--- config.mk ---
export PLATFORM = sky130hd
export DESIGN_NAME = yuv420sp_to_rgb_pixel_flat
export DESIGN_NICKNAME = d
export VERILOG_FILES = /design/src/design/y2r_pkg.sv /design/src/design/y2r_in_if.sv /design/src/design/y2r_out_if.sv /design/src/design/y2r_color.sv /design/src/design/yuv420sp_to_rgb_pixel.sv /design/src/flat_wrapper.sv
export SDC_FILE = /design/constraint.sdc
export NUM_CORES = 1
export LEC_CHECK = 0
export BUFFER_PORTS_ARGS = -buffer_cell sky130_fd_sc_hd__buf_2
export CAP_MARGIN = 20
export CORE_MARGIN = 10
export CORE_UTILIZATION = 60
export CTS_CLUSTER_SIZE = 28
export DETAILED_ROUTE_END_ITERATION = 12
export PLACE_DENSITY = 0.84
export SYNTH_ARGS = -nofsm -noshare
export SYNTH_HDL_FRONTEND = slang
export SYNTH_HIERARCHICAL = 1
export SYNTH_SLANG_ARGS = --single-unit
--- constraint.sdc ---
create_clock -name clk -period 12.9 [get_ports clk]
set_clock_uncertainty 0.2 [all_clocks]
set_input_delay 0.645 -clock clk [delete_from_list [all_inputs] [get_ports clk]]
set_output_delay 0.645 -clock clk [all_outputs]
set_load 0.01 [all_outputs]
--- src/design/y2r_pkg.sv ---
`timescale 1ns / 1ps
// Shared types, widths and constants for the NV12 pixel to ARGB converter.
// Has no dependencies; every other design file imports it.
package y2r_pkg;

  localparam int LUMA_W   = 8;
  localparam int CHROMA_W = 8;
  localparam int PIXEL_W  = 32;
  localparam int CFG_W    = 13;
  localparam int SUM_W    = 11;

  localparam logic [CFG_W-1:0]    ROW_WIDTH_RESET = 13'd640;
  localparam logic [CHROMA_W-1:0] CHROMA_BIAS     = 8'd128;
  localparam logic [7:0]          ALPHA_OPAQUE    = 8'hFF;
  localparam logic [7:0]          CHANNEL_MAX     = 8'd255;

  typedef logic signed [CHROMA_W-1:0] chroma_t;
  typedef logic signed [SUM_W-1:0]    sum_t;

  // One pixel after chroma selection: luma plus the signed chroma pair in use.
  typedef struct packed {
    logic [LUMA_W-1:0] y;
    chroma_t           cb;
    chroma_t           cr;
  } ycc_t;

  // Saturates a signed channel sum to the 0..255 range.
  function automatic logic [7:0] clamp_byte(input sum_t v);
    logic [7:0] res;
    if (v < 0) begin
      res = 8'd0;
    end else if (v > sum_t'({3'b000, CHANNEL_MAX})) begin
      res = CHANNEL_MAX;
    end else begin
      res = v[7:0];
    end
    return res;
  endfunction

endpackage

--- src/design/y2r_in_if.sv ---
`timescale 1ns / 1ps
// Input word channel: one luma byte and the chroma pair of its 2x2 site.
// Depends on y2r_pkg for field widths.
interface y2r_in_if;
  import y2r_pkg::*;

  logic                valid;
  logic                ready;
  logic [LUMA_W-1:0]   luma;
  logic [CHROMA_W-1:0] chroma_first;
  logic [CHROMA_W-1:0] chroma_second;

  modport source (output valid, output luma, output chroma_first,
                  output chroma_second, input ready);
  modport sink   (input valid, input luma, input chroma_first,
                  input chroma_second, output ready);
endinterface

--- src/design/y2r_out_if.sv ---
`timescale 1ns / 1ps
// Result word channel: one packed ARGB pixel word.
// Depends on y2r_pkg for the field width.
interface y2r_out_if;
  import y2r_pkg::*;

  logic               valid;
  logic               ready;
  logic [PIXEL_W-1:0] pixel_word;

  modport source (output valid, output pixel_word, input ready);
  modport sink   (input valid, input pixel_word, output ready);
endinterface

--- src/design/y2r_color.sv ---
`timescale 1ns / 1ps
// Shift-add BT.601 color matrix with clamping and ARGB packing.
// Purely combinational; depends on y2r_pkg.
module y2r_color (
  input  y2r_pkg::ycc_t                  pix,
  output logic [y2r_pkg::PIXEL_W-1:0]    pixel_word
);
  import y2r_pkg::*;

  sum_t y_s;
  sum_t cb_s;
  sum_t cr_s;
  sum_t r_s;
  sum_t g_s;
  sum_t b_s;

  always_comb begin
    y_s  = sum_t'({3'b000, pix.y});
    cb_s = sum_t'(pix.cb);
    cr_s = sum_t'(pix.cr);
    // Arithmetic shifts round toward minus infinity, as the factors require.
    r_s = y_s + cr_s + (cr_s >>> 2) + (cr_s >>> 3) + (cr_s >>> 5);
    g_s = y_s - (cb_s >>> 2) - (cb_s >>> 4) - (cb_s >>> 5)
              - (cr_s >>> 1) - (cr_s >>> 3) - (cr_s >>> 4) - (cr_s >>> 5);
    b_s = y_s + cb_s + (cb_s >>> 1) + (cb_s >>> 2) + (cb_s >>> 6);
    pixel_word = {ALPHA_OPAQUE, clamp_byte(b_s), clamp_byte(g_s), clamp_byte(r_s)};
  end

endmodule

--- src/design/yuv420sp_to_rgb_pixel.sv ---
`timescale 1ns / 1ps
// NV12 pixel to opaque ARGB converter, one pixel word per clock while the result side is not stalled.
// An accepted word passes through two registers: the input stage, then the result register.
// The input stays ready while the result register drains.
// Reset (rst_n, synchronous, active low) clears the column counter, the held chroma pair,
// both valid flags, and sets the row width register to 640.
// Depends on y2r_pkg, y2r_in_if, y2r_out_if and y2r_color.
module yuv420sp_to_rgb_pixel #(
  parameter int MAX_ROW_WIDTH = 4096
) (
  input  logic                       clk,
  input  logic                       rst_n,
  y2r_in_if.sink                     in_ch,
  y2r_out_if.source                  out_ch,
  input  logic                       cfg_we,
  input  logic [y2r_pkg::CFG_W-1:0]  cfg_wdata
);
  import y2r_pkg::*;

  // Column counter width, and a compare width wide enough for both the
  // register value and the largest allowed row width.
  localparam int CW     = $clog2(MAX_ROW_WIDTH);
  localparam int MAX_LW = $clog2(MAX_ROW_WIDTH + 1);
  localparam int WW     = (CFG_W > MAX_LW) ? CFG_W : MAX_LW;

  logic [CFG_W-1:0]    rw_r;
  logic [CW-1:0]       col_r;
  chroma_t             held_cb_r;
  chroma_t             held_cr_r;
  logic                s1_v_r;
  ycc_t                s1_r;
  logic                out_v_r;
  logic [PIXEL_W-1:0]  out_word_r;

  logic [WW-1:0]       rw_ext;
  logic [WW-1:0]       eff_w;
  logic [CW-1:0]       col_cur;
  logic [WW-1:0]       col_inc;
  logic [CW-1:0]       col_nxt;
  logic                even_col;
  chroma_t             cb_in;
  chroma_t             cr_in;
  ycc_t                s1_nxt;
  logic                out_adv;
  logic                s1_adv;
  logic                in_acc;
  logic [PIXEL_W-1:0]  color_word;

  // The row width register is taken as 1 when zero and saturated to the
  // largest supported width when above it.
  always_comb begin
    rw_ext = WW'(rw_r);
    if (rw_r == '0) begin
      eff_w = WW'(1);
    end else if (rw_ext > WW'(MAX_ROW_WIDTH)) begin
      eff_w = WW'(MAX_ROW_WIDTH);
    end else begin
      eff_w = rw_ext;
    end
  end

  // A counter left beyond a narrowed row width restarts the row. The chroma
  // pair is sampled on even columns and reused on the odd column after it.
  always_comb begin
    col_cur  = (WW'(col_r) >= eff_w) ? '0 : col_r;
    col_inc  = WW'(col_cur) + WW'(1);
    col_nxt  = (col_inc >= eff_w) ? '0 : col_inc[CW-1:0];
    even_col = ~col_cur[0];
    cb_in    = chroma_t'(in_ch.chroma_first - CHROMA_BIAS);
    cr_in    = chroma_t'(in_ch.chroma_second - CHROMA_BIAS);
    s1_nxt.y  = in_ch.luma;
    s1_nxt.cb = even_col ? cb_in : held_cb_r;
    s1_nxt.cr = even_col ? cr_in : held_cr_r;
  end

  // Ready ripples back through the two stages, so a full pipe still takes a
  // new word in any cycle in which the result is taken.
  assign out_adv     = !out_v_r || out_ch.ready;
  assign s1_adv      = !s1_v_r || out_adv;
  assign in_ch.ready = s1_adv;
  assign in_acc      = in_ch.valid && s1_adv;

  y2r_color u_color (
    .pix        (s1_r),
    .pixel_word (color_word)
  );

  always_ff @(posedge clk) begin
    if (!rst_n) begin
      rw_r      <= ROW_WIDTH_RESET;
      col_r     <= '0;
      held_cb_r <= '0;
      held_cr_r <= '0;
      s1_v_r    <= 1'b0;
      out_v_r   <= 1'b0;
    end else begin
      if (cfg_we) begin
        rw_r <= cfg_wdata;
      end
      if (in_acc) begin
        col_r     <= col_nxt;
        held_cb_r <= s1_nxt.cb;
        held_cr_r <= s1_nxt.cr;
      end
      if (s1_adv) begin
        s1_v_r <= in_acc;
      end
      if (out_adv) begin
        out_v_r <= s1_v_r;
      end
    end
  end

  // Payload registers carry no reset.
  always_ff @(posedge clk) begin
    if (in_acc) begin
      s1_r <= s1_nxt;
    end
    if (out_adv && s1_v_r) begin
      out_word_r <= color_word;
    end
  end

  assign out_ch.valid      = out_v_r;
  assign out_ch.pixel_word = out_word_r;

`ifndef SYNTHESIS
  // An accepted word always lands in the input stage.
  a_accept_fills_stage : assert property (@(posedge clk) disable iff (!rst_n)
    in_acc |=> s1_v_r)
    else $error("accepted word did not enter the input stage");

  // Odd columns reuse the chroma pair held from the even column before them.
  a_odd_reuses_chroma : assert property (@(posedge clk) disable iff (!rst_n)
    (in_acc && col_cur[0]) |=>
      (s1_r.cb == $past(held_cb_r) && s1_r.cr == $past(held_cr_r)))
    else $error("odd column did not reuse the held chroma pair");

  // With both stages full and the result stalled, no new word may enter.
  a_full_stall_blocks : assert property (@(posedge clk) disable iff (!rst_n)
    (s1_v_r && out_v_r && !out_ch.ready) |-> !in_ch.ready)
    else $error("input ready while the pipeline is full and stalled");

  // Every delivered pixel is opaque.
  a_alpha_opaque : assert property (@(posedge clk) disable iff (!rst_n)
    out_v_r |-> (out_word_r[PIXEL_W-1:PIXEL_W-8] == ALPHA_OPAQUE))
    else $error("result word is not opaque");
`endif

endmodule

--- src/flat_wrapper.sv ---
// flat-port wrapper written by rule: the top's interface ports become plain ports
module yuv420sp_to_rgb_pixel_flat import y2r_pkg::*;
#(
  parameter int MAX_ROW_WIDTH = 4096
)
  (clk, rst_n, cfg_we, cfg_wdata, in_ch_valid, in_ch_luma, in_ch_chroma_first, in_ch_chroma_second, in_ch_ready, out_ch_valid, out_ch_pixel_word, out_ch_ready);
  y2r_in_if in_ch_i ();
  y2r_out_if out_ch_i ();
  input  logic clk;
  input  logic rst_n;
  input  logic cfg_we;
  input  logic [y2r_pkg::CFG_W-1:0] cfg_wdata;
  input wire logic [$bits(in_ch_i.valid)-1:0] in_ch_valid;
  input wire logic [$bits(in_ch_i.luma)-1:0] in_ch_luma;
  input wire logic [$bits(in_ch_i.chroma_first)-1:0] in_ch_chroma_first;
  input wire logic [$bits(in_ch_i.chroma_second)-1:0] in_ch_chroma_second;
  output wire logic [$bits(in_ch_i.ready)-1:0] in_ch_ready;
  output wire logic [$bits(out_ch_i.valid)-1:0] out_ch_valid;
  output wire logic [$bits(out_ch_i.pixel_word)-1:0] out_ch_pixel_word;
  input wire logic [$bits(out_ch_i.ready)-1:0] out_ch_ready;
  assign in_ch_i.valid = in_ch_valid;
  assign in_ch_i.luma = in_ch_luma;
  assign in_ch_i.chroma_first = in_ch_chroma_first;
  assign in_ch_i.chroma_second = in_ch_chroma_second;
  assign in_ch_ready = in_ch_i.ready;
  assign out_ch_valid = out_ch_i.valid;
  assign out_ch_pixel_word = out_ch_i.pixel_word;
  assign out_ch_i.ready = out_ch_ready;
  yuv420sp_to_rgb_pixel #(.MAX_ROW_WIDTH(MAX_ROW_WIDTH)) u_core (.clk(clk), .rst_n(rst_n), .in_ch(in_ch_i), .out_ch(out_ch_i), .cfg_we(cfg_we), .cfg_wdata(cfg_wdata));
endmodule
Yosys cells after proc, flatten, opt, wreduce, memory -nomap -nowiden

Index checks and enable logic that the tools add are counted.

Flip-flop bits (word level): 91
Logic and storage cells: 55
Output and inout port bits: 34
Input port bits: 42

Order comparisons: 9
Add/sub/neg operators: 18
Reduce and logical (&&, ||, !) cells: 7
Multiplexer cells: 9

Operators by type and width:

| operator              | number |
|---|---|
| $mux 8                | 5 |
| $gt 11x9->1 const B   | 3 |
| $lt 11x1->1 const B   | 3 |
| $mux 13               | 2 |
| $mux 12               | 2 |
| $sub 11x3->11         | 2 |
| $add 9x8->10          | 2 |
| $sub 8x8->8 const B   | 2 |
| $add 12x1->13 const B | 1 |
| $ge 12x13->1          | 1 |
| $ge 13x13->1          | 1 |
| $gt 13x13->1 const B  | 1 |
| $logic_not 13->1      | 1 |
| $add 10x6->11         | 1 |
| $add 10x7->11         | 1 |
| $add 11x2->11         | 1 |
| $add 11x3->11         | 1 |
| $add 11x5->11         | 1 |
| $add 11x6->11         | 1 |
| $sub 10x4->11         | 1 |
| $sub 11x4->11         | 1 |
| $sub 11x5->11         | 1 |
| $sub 11x7->11         | 1 |
| $sub 9x6->10          | 1 |
| other kinds (3)       | 6 |

Logic depth before layout (Yosys ltp)

Gate-level depths: netlist (run 1).

Depth in word-level cells: 9
Gate-level depth with buffers: 26

By module

Netlist (run 1), hierarchy kept.

Modules (own cells, without submodules):

| module                | area an instance (µm²) | cells each | instances | sequential area each (µm²) |
|---|---|---|---|---|
| yuv420sp_to_rgb_pixel | 4352.9                 | 373        | 1         | 2542.4 |
| y2r_color             | 3537.1                 | 389        | 1         | 0.0 |

Worst setup path before layout (run 1)

No wires, ideal clock.

Path kind: reg2reg
From: register u_core/s1_r[7] (netlist name)
To: register u_core.out_word_r[10] (netlist: u_core/out_ch.pixel_word[10]), data pin
Buffers on the path: 0
Data required time: 12.446 ns
Setup time: 0.254 ns
Period minus slack after synthesis: 5.235 ns
Stages on the path, launching flop included: 17
Slack: 7.665 ns
Data arrival time: 4.781 ns
Path through: edfxtp_1 -> inv_1 -> ha_1 -> xor2_1 -> fa_1 -> inv_1 -> fa_1 -> inv_1 -> fa_1 -> inv_1 -> ha_1 -> a211oi_2 -> and2b_1 -> a21oi_2 -> a21o_1 -> a311o_2 -> o21a_1

Longest elaborated chain between the ends: 6
Elaborated cells between the ends (all ways): 7
Those cells by class: add/sub: 4; order compare: 2; mux: 1

Ends and longest elaborated chain:

| item                   | line                         | text |
|---|---|---|
| from (decl)            | yuv420sp_to_rgb_pixel.sv:31  | `ycc_t s1_r;` |
| from (signal assigned) | yuv420sp_to_rgb_pixel.sv:117 | `s1_r <= s1_nxt;` |
| $sub 11x7->11          | y2r_color.sv:24              | `- (cr_s >>> 1) - (cr_s >>> 3) - (cr_s >>> 4) - (cr_s >>> 5);` |
| $sub 11x5->11          | y2r_color.sv:24              |  |
| $sub 11x4->11          | y2r_color.sv:24              |  |
| $sub 11x3->11 *        | y2r_color.sv:24              |  |
| $gt 11x9->1            | y2r_pkg.sv:32                | `end else if (v > sum_t'({3'b000, CHANNEL_MAX})) begin` |
| $mux 8                 | y2r_pkg.sv:32                |  |
| to (signal assigned)   | yuv420sp_to_rgb_pixel.sv:120 | `out_word_r <= color_word;` |
| to (decl)              | yuv420sp_to_rgb_pixel.sv:33  | `logic [PIXEL_W-1:0] out_word_r;` |

Mark *: on every way between the ends. The rest lies on a longest branch, timed or not.
A chain may end at the register's enable or synchronous reset.

Worst setup path after layout (run 1)

From: register u_core/s1_r[7] (netlist name)
To: register u_core.out_word_r[8] (netlist: u_core/out_ch.pixel_word[8]), data pin

Same word-level chain as after synthesis.

==> results of run 1 <==
## cell usage after synthesis, drive strengths merged, types with 4 or more instances
| cell type | number |
|---|---|
| a211oi | 17 |
| and3 | 7 |
| a21o | 10 |
| nor2 | 51 |
| buf | 14 |
| ha | 86 |
| nor3 | 7 |
| clkbuf | 8 |
| nand2b | 4 |
| a21oi | 33 |
| xnor2 | 14 |
| inv | 107 |
| fa | 63 |
| nand3 | 24 |
| mux2i | 15 |
| nor2b | 8 |
| mux2 | 16 |
| a31oi | 4 |
| o21ai | 32 |
| o21a | 25 |
| nand2 | 51 |
| xor2 | 12 |
| dfxtp | 43 |
| nand4 | 4 |
| or2 | 4 |
| edfxtp | 56 |
## per-stage QoR
step	power [mW]	utilization [%]	cell area, um^2	hold slack, ns
6_report	1.68	68.2	8710	0.257
5_1_grt	1.84	68.2	8710	0.255
4_1_cts	1.68	68.2	8710	0.255
3_5_place_dp	1.39	65.8	8400	0.249
3_3_place_gp	1.36	65.8	8400	0.241
2_1_floorplan	1.19	-	7920	0.233
## critical path, delay by kind of cell (launching register included)
kind	cells	cell delay, ns
fa+ha+maj	5	2.23
compound gates	5	1.18
flops	1	0.81
buf+inv	4	0.67
simple gates	1	0.20
xor+xnor	1	0.16
## layout make-up
cell class / count / area [um^2] / share of cell area [%]
Clock inverter: 7 / 81.3 / 0.934
Multi-Input combinational cell: 541 / 4850 / 55.7
Inverter: 107 / 402 / 4.61
Timing Repair Buffer: 77 / 390 / 4.48
Tap cell: 172 / 215 / 2.47
Sequential cell: 99 / 2540 / 29.2
Clock buffer: 9 / 225 / 2.59
## registers in the layout, summed over array words and instances, names as in the netlist
signal and cells:
u_core/s1_v_r 1, u_core/out_ch.pixel_word 32, u_core/s1_r 24, u_core/held_cr_r 8
u_core/col_r 12, u_core/out_ch.valid 1, u_core/held_cb_r 8, u_core/rw_ext 13
## cells by family (layout without fill, tap and decap cells)
family	count (synthesis)	after routing	synth area share [%]
simple gates	175	175	10.6
compound gates	152	152	13.5
xor+xnor	26	26	2.89
other cells	1	8	0.0475
mux	31	31	4.47
buf+inv	129	200	6.69
fa+ha+maj	149	149	29.6
flops	99	99	32.2
## metal layers
layer / routed length [um] / vias to the layer above
met5: 0 / -
met4: 332 / 0
met3: 736 / 25
met2: 8080 / 138
met1: 7070 / 2665
li1: - / 2764
## worst min-delay path by stage
stage / from / to / slack [ns]
detailed placement: u_core/held_cr_r[1]$_SDFFE_PN0P_ / u_core/held_cr_r[1]$_SDFFE_PN0P_ / 0.25
floorplan: u_core/held_cb_r[0]$_SDFFE_PN0P_ / u_core/held_cb_r[0]$_SDFFE_PN0P_ / 0.23
global placement: u_core/held_cr_r[6]$_SDFFE_PN0P_ / u_core/held_cr_r[6]$_SDFFE_PN0P_ / 0.24
CTS: in_ch_luma[2] / u_core/s1_r[18]$_DFFE_PP_ / 0.25
finish: u_core/held_cb_r[4]$_SDFFE_PN0P_ / u_core/held_cb_r[4]$_SDFFE_PN0P_ / 0.26
global route: in_ch_luma[1] / u_core/s1_r[17]$_DFFE_PP_ / 0.25
## power breakdown
group	switching (mW)	internal, mW	leakage (nW)
Clock	0.124	0.154	0.153
Combinational	0.567	0.438	2.99
Sequential	0.0195	0.383	0.893
==> flow_metrics.tcl, run 1 <==
set metrics [dict create \
    status "complete, no violations" \
    first_global_vias 5710 \
    drtIter0Drc 382 \
    clock_latency_ns 0.35 \
    synth_area_um2 7890 \
    critical_path_class "reg2reg" \
    seq_area_frac_synth_pct 32.2 \
    pin_count 76 \
    crit_chain "inv_1, ha_1, xor2_1, fa_1, inv_1, fa_1, inv_1, fa_1, inv_1, ha_1, a211oi_2, and2b_1, a21oi_2, a21o_1, a311o_2, o21a_1" \
    reg2reg_setup_slack_ns 7.19 \
    start_util_pct 61.8 \
    gp_congestion 0.937 \
    via_per_inst 5.53 \
    power.density_nw_per_um2 193 \
    yosysWarnings 6 \
    setup_tns_ns 0 \
    dpl.hpwl_um 12800 \
    ys_types 68 \
    die_width_um 135 \
    cp_slowest_cell "edfxtp_1" \
    cts_hold_buf 0 \
    critPathMaxStageDelay_ns 0.81 \
    async_flop_share_pct 0 \
    r2r-end "u_core/out_ch.pixel_word[8]$_DFFE_PP_" \
    firstDrtPassIters 5 \
    ys_top_cells_by_area "edfxtp_1 (21%), fa_1 (16%), ha_1 (14%), dfxtp_1 (11%), inv_1 (5.0%)" \
    holdPathStages 2 \
    postSynthAreaPerCell_um2 10.4 \
    cts_tree "done" \
    max_freq_mhz 175 \
    slew_headroom_pct 42.3 \
    synth_edf_count 56 \
    area_growth_pct 10.4 \
    critPathMostFrequentCell "inv_1" \
    cts_resized 0 \
    slew_violations 0 \
    peakVddDrop_mv 0.129 \
    startpoint "u_core/s1_r[7]$_DFFE_PP_" \
    gr-total-overflow 0 \
    grt_setup_unrepaired "no" \
    cp.arrival_ns 5.62 \
    path_max_fanout 13 \
    port_buffers 75 \
    fin_nets 1026 \
    tightest_slew_ns 0.865 \
    vias 5592 \
    hp-class "reg2reg" \
    setup.worst_path.end_class "register" \
    ant_nets 0 \
    h-tree-depth 3 \
    drc_errors 0 \
    core.rowCount 41 \
    grt_max_degree 38 \
    wirelength_um 16200 \
    antenna_found_initial 0 \
    ctsLongestPathBuffers 2 \
    netlist.area_leader.share_pct 21.3 \
    layout_min_cycle_time_ns 5.71 \
    post_cts_buffers 0 \
    stdcell_count 1012 \
    cts_root_buf "clkbuf_16" \
    finalCritPeriodShare_pct 44.3 \
    die_area_um2 18100 \
    crit_required_ns 12.81 \
    use_met2_pct 31.4 \
    hold_violations 0 \
    top_usage_layer "met2" \
    clk_pin_slew_worst_paths_ns 0.07 \
    grt_pass1_wl_um 27400 \
    cts_sinks 99 \
    die_h_um 135 \
    drive_above_1_share_pct 15.4 \
    setup_viol 0 \
    syn_inst 762 \
    wl_per_cell_um 16.0 \
    cp-start-kind "register" \
    r2r_cells 16 \
    final_cell_mix "inv_1 (106), ha_1 (86), buf_2 (75)" \
    crit_end "u_core/out_ch.pixel_word[8]$_DFFE_PP_" \
    diodes 0 \
    synth_top_area_cell "edfxtp_1" \
    synth_ff_type "edfxtp_1" \
    numCtsBuffers 9 \
    worst_slack_ns 7.19 \
    fill_cells 932 \
    final_common_cell "inv_1" \
    placed_cells 996 \
    grt_usage_pct 18.5 \
    r2r-start "u_core/s1_r[7]$_DFFE_PP_" \
    use_met1_pct 22.9 \
    place_ws_ns 7.17 \
    cap_viol_max_count 0 \
    core_um2 12800 \
    p_leak_nw 4.04 \
    ys_ff_latch 99 \
    met3_usage_pct 3.82 \
]
No activity file was read; power rests on OpenSTA's default activity.
==> inputs of run 2 (changes only) <==
Settings changed: CORE_UTILIZATION 60 to 55, PLACE_DENSITY 0.84 to 0.81.
Clock period 12.9 ns to 4.7 ns, I/O delays scaled along.
==> run 2 against run 1 <==
Net effect:
- combinational power rose to 3.6 times the previous value
- worst setup slack worse by 7.2 ns
- wire length grew 21%
- sequential power grew to 2.7 times the previous value
- sequential share of layout area is 3.5 points lower
- utilization is 2.9 points higher
- clock power increased to 2.8 times the previous value
- largest power group unchanged
==> flow_metrics.tcl, run 2 (same netlist as run 1, synthesis figures left out) <==
set metrics [dict create \
    final_cell_mix "inv_1 (99), ha_1 (78), buf_2 (75)" \
    wl_met1_um 8050 \
    wl_met3_um 1140 \
    crit_chain "clkinvlp_4, fa_1, fa_1, fa_1, inv_1, fa_1, inv_2, ha_4, o211a_1, o31ai_4, a21oi_4, a21o_1, a311o_2, o21a_1" \
    area_growth_pct 26.0 \
    tightest_slew_ns 1.05 \
    pin_count 76 \
    power.density_nw_per_um2 550 \
    core_um2 14000 \
    slew_violations 0 \
    post_dp_cell_area_um2 8840 \
    crit_required_ns 4.61 \
    peakVddDrop_mv 0.394 \
    slew_headroom_pct 30.0 \
    sequentialPowerShare_pct 20.0 \
    cts_sinks 99 \
    wl_met2_um 9910 \
    core.rowCount 43 \
    final_common_cell "inv_1" \
    die_width_um 140 \
    vias 6226 \
    holdWs_ns 0.0210 \
    largest_reg_flops 32 \
    hold_violations 0 \
    wirelength_um 19600 \
    final_area_um2 9940 \
    layout_min_cycle_time_ns 4.70 \
    hp-class "in2reg" \
    power_mw 5.47 \
    critPathMaxStageDelay_ns 0.60 \
    cts_root_buf "clkbuf_16" \
    grt_setup_unrepaired "yes" \
    drtIter0Drc 427 \
    port_buffers 75 \
    grt_usage_pct 19.1 \
    cts_tree "done" \
    start_util_pct 56.4 \
    p_leak_nw 4.52 \
    die_h_um 140 \
    clk_pin_slew_worst_paths_ns 0.07 \
    swShare_pct 42.1 \
    via_per_inst 5.57 \
    antenna_found_initial 0 \
    dpl.hpwl_um 13500 \
    cp.arrival_ns 4.61 \
    h-tree-depth 3 \
    path_max_fanout 8 \
    setup.worst_path.end_class "register" \
    final_util_pct 71.1 \
    power_switching_mw 2.30 \
    gr-total-overflow 0 \
    wl_per_cell_um 17.6 \
    cp-start-kind "register" \
    critPathMostFrequentCell "fa_1" \
    fin_nets 1123 \
    grt_pass1_wl_um 30700 \
    ctsLongestPathBuffers 2 \
    internal_power_mw 3.17 \
    stdcell_count 1117 \
    setup_viol 0 \
    grt_max_degree 38 \
    first_global_vias 6293 \
    cap_viol_max_count 0 \
    finalCritPeriodShare_pct 100 \
    clkPwrFrac_pct 14.0 \
    drc_errors 0 \
    ant_nets 0 \
    max_freq_mhz 213 \
    diodes 0 \
    status "complete, no violations" \
    die_area_um2 19500 \
    dr.max_layer_used "met4" \
    firstDrtPassIters 5 \
    numCtsBuffers 9 \
    critical_path_class "reg2reg" \
    drive_above_1_share_pct 26.5 \
    gp_congestion 0.899 \
    clock_latency_ns 0.36 \
    placed_cells 1050 \
    cp_slowest_cell "fa_1" \
    pwr-share-comb_pct 66.0 \
]
==> run 2: per-stage QoR <==
| stage | worst slack [ns] | setup TNS, ns |
|---|---|---|
| after floorplan | -0.527 | -4.22 |
| after global placement | -0.123 | -0.976 |
| after detailed placement | -0.194 | -1.45 |
| after CTS | 0.000253 | 0 |
| after global routing | -0.150 | -2.02 |
| final | 0.00139 | 0 |
==> run 2: path summary, 6_finish.rpt <==
kind,start,endpoint,slack [ns],cells after the start
hold / removal,out_ch_ready,u_core/out_ch.valid$_SDFFE_PN0P_,0.02,4
setup / recovery,u_core/s1_r[7]$_DFFE_PP_,u_core/out_ch.pixel_word[10]$_DFFE_PP_,0.001,14
setup reg to reg,u_core/s1_r[7]$_DFFE_PP_,u_core/out_ch.pixel_word[10]$_DFFE_PP_,0.001,14
hold reg to reg,u_core/held_cr_r[6]$_SDFFE_PN0P_,u_core/held_cr_r[6]$_SDFFE_PN0P_,0.26,2
==> run 2: metal layers <==
layer / vias up / global-route usage (%)
met3: 46 / 3.88
met5: - / 0
met1: 3010 / 22.8
met2: 210 / 33.0
li1: 2960 / -
met4: 0 / 7.45
==> run 2: final cells by class <==
class,count,area [um^2]
Fill cell,947,4050
Multi-Input combinational cell,541,5230
Clock inverter,6,70.1
Clock buffer,10,229
Tap cell,180,225
Inverter,107,408
Timing Repair Buffer,174,1230
Sequential cell,99,2550
==> run 2: power by group through the flow <==
stage | registers (mW) | logic (mW) | clock network, mW
final | 1.09 | 3.61 | 0.767
after floorplan | 1.14 | 2.31 | 0
after global routing | 1.10 | 3.94 | 0.812
after global placement | 1.11 | 2.92 | 0
after detailed placement | 1.11 | 3.04 | 0
after CTS | 1.09 | 3.29 | 0.786
==> run 2: timing repair <==
action                     4_1_cts  5_1_grt
setup endpoints to repair        8       36
resized for setup               10       67
buffers inserted                 2       12
hold endpoints to repair        46        0
hold buffers                    38        0
pin swaps                       11       42
gates cloned                     0        0
==> run 2: worst max-delay path: cells and delay by family (launching register included) <==
| family | cells | cell delay, ns |
|---|---|---|
| buf+inv | 3 | 0.32 |
| flops | 1 | 0.40 |
| compound gates | 6 | 1.19 |
| fa+ha+maj | 5 | 2.32 |
==> inputs of run 3 (changes only) <==
Settings changed: CORE_UTILIZATION 55 to 60.
Clock period 4.7 ns to 5.95 ns, I/O delays scaled along.
==> run 3 against run 2 <==
Net effect:
- non-clock buffer count shrank 61
- sequential share of layout area rose by 2.4 points
- critical endpoint is now u_core/col_r[2]$_SDFFE_PN0P_
- hold slack lost 0.0093 ns
- global-route usage increased by 1.4 points
- utilization shrank 0.088 points
- clock power fell by 24%
- register-to-register slack gained 0.56 ns
- wire length decreased by 9.8%
==> flow_metrics.tcl, run 3 (same netlist as run 1, synthesis figures left out) <==
set metrics [dict create \
    grt_setup_unrepaired "no" \
    grt_max_degree 38 \
    power.density_nw_per_um2 400 \
    layout_min_cycle_time_ns 5.39 \
    hp-start "cfg_wdata[11]" \
    power_mw 3.63 \
    drtIter0Drc 409 \
    max_freq_mhz 186 \
    wirelength_um 17700 \
    crit_chain "inv_1, nand2_1, ha_1, a211oi_1, o32ai_1, a31oi_2, and2_1, nand2_4, inv_1, ha_1, and3_1, nand3_1, or2_2, a21oi_1, ha_1, nand4_1, nor4_1, a2111oi_2, nand3_1, o41ai_1, a32o_1" \
    reg2reg_setup_slack_ns 0.56 \
    port_buffers 75 \
    start_util_pct 61.8 \
    finalCritPeriodShare_pct 90.5 \
    holdPathStages 3 \
    critPathMaxStageDelay_ns 0.35 \
    hp-class "in2reg" \
    critPathBufInv 2 \
    firstDrtPassIters 5 \
    core.rowCount 41 \
    p_leak_nw 4.19 \
    status "complete, no violations" \
    cts_resized 0 \
    r2r-end "u_core/col_r[2]$_SDFFE_PN0P_" \
    path_max_fanout 18 \
    core_um2 12800 \
    first_global_vias 6163 \
    setup.worst_path.end_class "register" \
    clk_pin_slew_worst_paths_ns 0.06 \
    diodes 0 \
    final_cell_mix "inv_1 (106), ha_1 (86), buf_2 (75)" \
    tightest_slew_ns 1.00 \
    post_cts_buffers 0 \
    numCtsBuffers 9 \
    cts_root_buf "clkbuf_16" \
    critPathTopFamily "simple AND/OR/NAND/NOR gates" \
    grt_usage_pct 20.6 \
    critPathMostFrequentCell "ha_1" \
    gp_congestion 0.928 \
    grt_pass1_wl_um 30300 \
    whs_endpoint "u_core/rw_ext[11]$_SDFFE_PN0P_" \
    crit_required_ns 6.05 \
    setup_tns_ns 0 \
    h-tree-depth 3 \
    die_area_um2 18100 \
    die_width_um 135 \
    ctsLongestPathBuffers 2 \
    pin_count 76 \
    path_depth 21 \
    place_ws_ns 0.625 \
    cp.arrival_ns 5.48 \
    area_growth_pct 14.9 \
    fin_nets 1062 \
    final_common_cell "inv_1" \
    die_h_um 135 \
    fill_cells 911 \
    largest_reg_flops 32 \
    drc_errors 0 \
    cp-start-kind "register" \
    cap_viol_max_count 0 \
    critical_path_class "reg2reg" \
    slew_headroom_pct 33.3 \
    r2r_cells 21 \
    multi_input_area_um2 4860 \
    hold_violations 0 \
    drive_above_1_share_pct 14.7 \
    seq_area_um2 2540 \
    gr-total-overflow 0 \
    r2r-start "u_core/rw_ext[12]$_SDFFE_PN0P_" \
    holdWs_ns 0.0117 \
    antenna_found_initial 0 \
    setup_viol 0 \
    worst_slack_ns 0.563 \
    slew_violations 0 \
    peakVddDrop_mv 0.229 \
    cts_sinks 99 \
    clock_latency_ns 0.36 \
    cts_tree "done" \
    ant_nets 0 \
    wl_per_cell_um 16.9 \
    cp_slowest_cell "dfxtp_1" \
    vias 5947 \
    dpl.hpwl_um 13400 \
    via_per_inst 5.67 \
]
==> run 3: changes by cell type in the layout (fill, tap and decap cells not counted), moves of 4 or more <==
| cell | before | now |
|---|---|---|
| buf_4 | 56 | 2 |
| a211oi_2 | 7 | 2 |
| nand3_1 | 19 | 24 |
| inv_6 | 4 | 0 |
| buf_6 | 5 | 1 |
| inv_1 | 99 | 106 |
| ha_4 | 7 | 0 |
| inv_2 | 6 | 1 |
| a211oi_1 | 9 | 15 |
| o21ai_0 | 25 | 29 |
| ha_1 | 78 | 86 |
==> run 3: final cells by class <==
type	instances	area share [%]
Clock inverter	3	0.221
Multi-Input combinational cell	541	53.6
Tap cell	172	2.37
Inverter	107	4.43
Clock buffer	13	3.04
Timing Repair Buffer	113	8.29
Sequential cell	99	28.0
==> run 3: metal layers <==
layer  GRT usage, %  wire, um  up-vias
li1               -         -     2833
met1           25.3      7520     2874
met2           33.8      8530      203
met3           4.30      1090       37
met4           9.79       560        0
met5              0         0        -
==> run 3: per-stage QoR <==
step	utilization, %	cells	cell area, um^2
5_1_grt	71.0	1048	9070
6_report	71.0	1048	9070
3_5_place_dp	65.8	996	8410
3_3_place_gp	65.8	996	8410
2_1_floorplan	-	769	7920
4_1_cts	70.9	1047	9050
==> run 3: where the power goes <==
group          total, mW  internal [mW]  switching (mW)
clock network      0.581          0.326           0.255
registers          0.868          0.830          0.0380
logic               2.18          0.960            1.22
==> run 3: tightest hold or removal path, stage by stage <==
cell and delay, ns:
buf_2 0.08, mux2i_1 0.06, nor2_1 0.09
==> run 3: how the worst max path moves through the flow <==
stage,start,to
2_1_floorplan,u_core/s1_r[7]$_DFFE_PP_,u_core/out_ch.pixel_word[8]$_DFFE_PP_
3_3_place_gp,u_core/s1_r[7]$_DFFE_PP_,u_core/out_ch.pixel_word[11]$_DFFE_PP_
3_5_place_dp,u_core/rw_ext[12]$_SDFFE_PN0P_,u_core/col_r[2]$_SDFFE_PN0P_
4_1_cts,u_core/rw_ext[12]$_SDFFE_PN0P_,u_core/col_r[2]$_SDFFE_PN0P_
5_1_grt,u_core/rw_ext[12]$_SDFFE_PN0P_,u_core/col_r[2]$_SDFFE_PN0P_
6_report,u_core/rw_ext[12]$_SDFFE_PN0P_,u_core/col_r[2]$_SDFFE_PN0P_
==> run 3: timing repair <==
action / in CTS / in global routing
endpoints found under the hold margin: 35 / 0
hold buffers: 35 / 0
endpoints found under the setup margin: 0 / 0
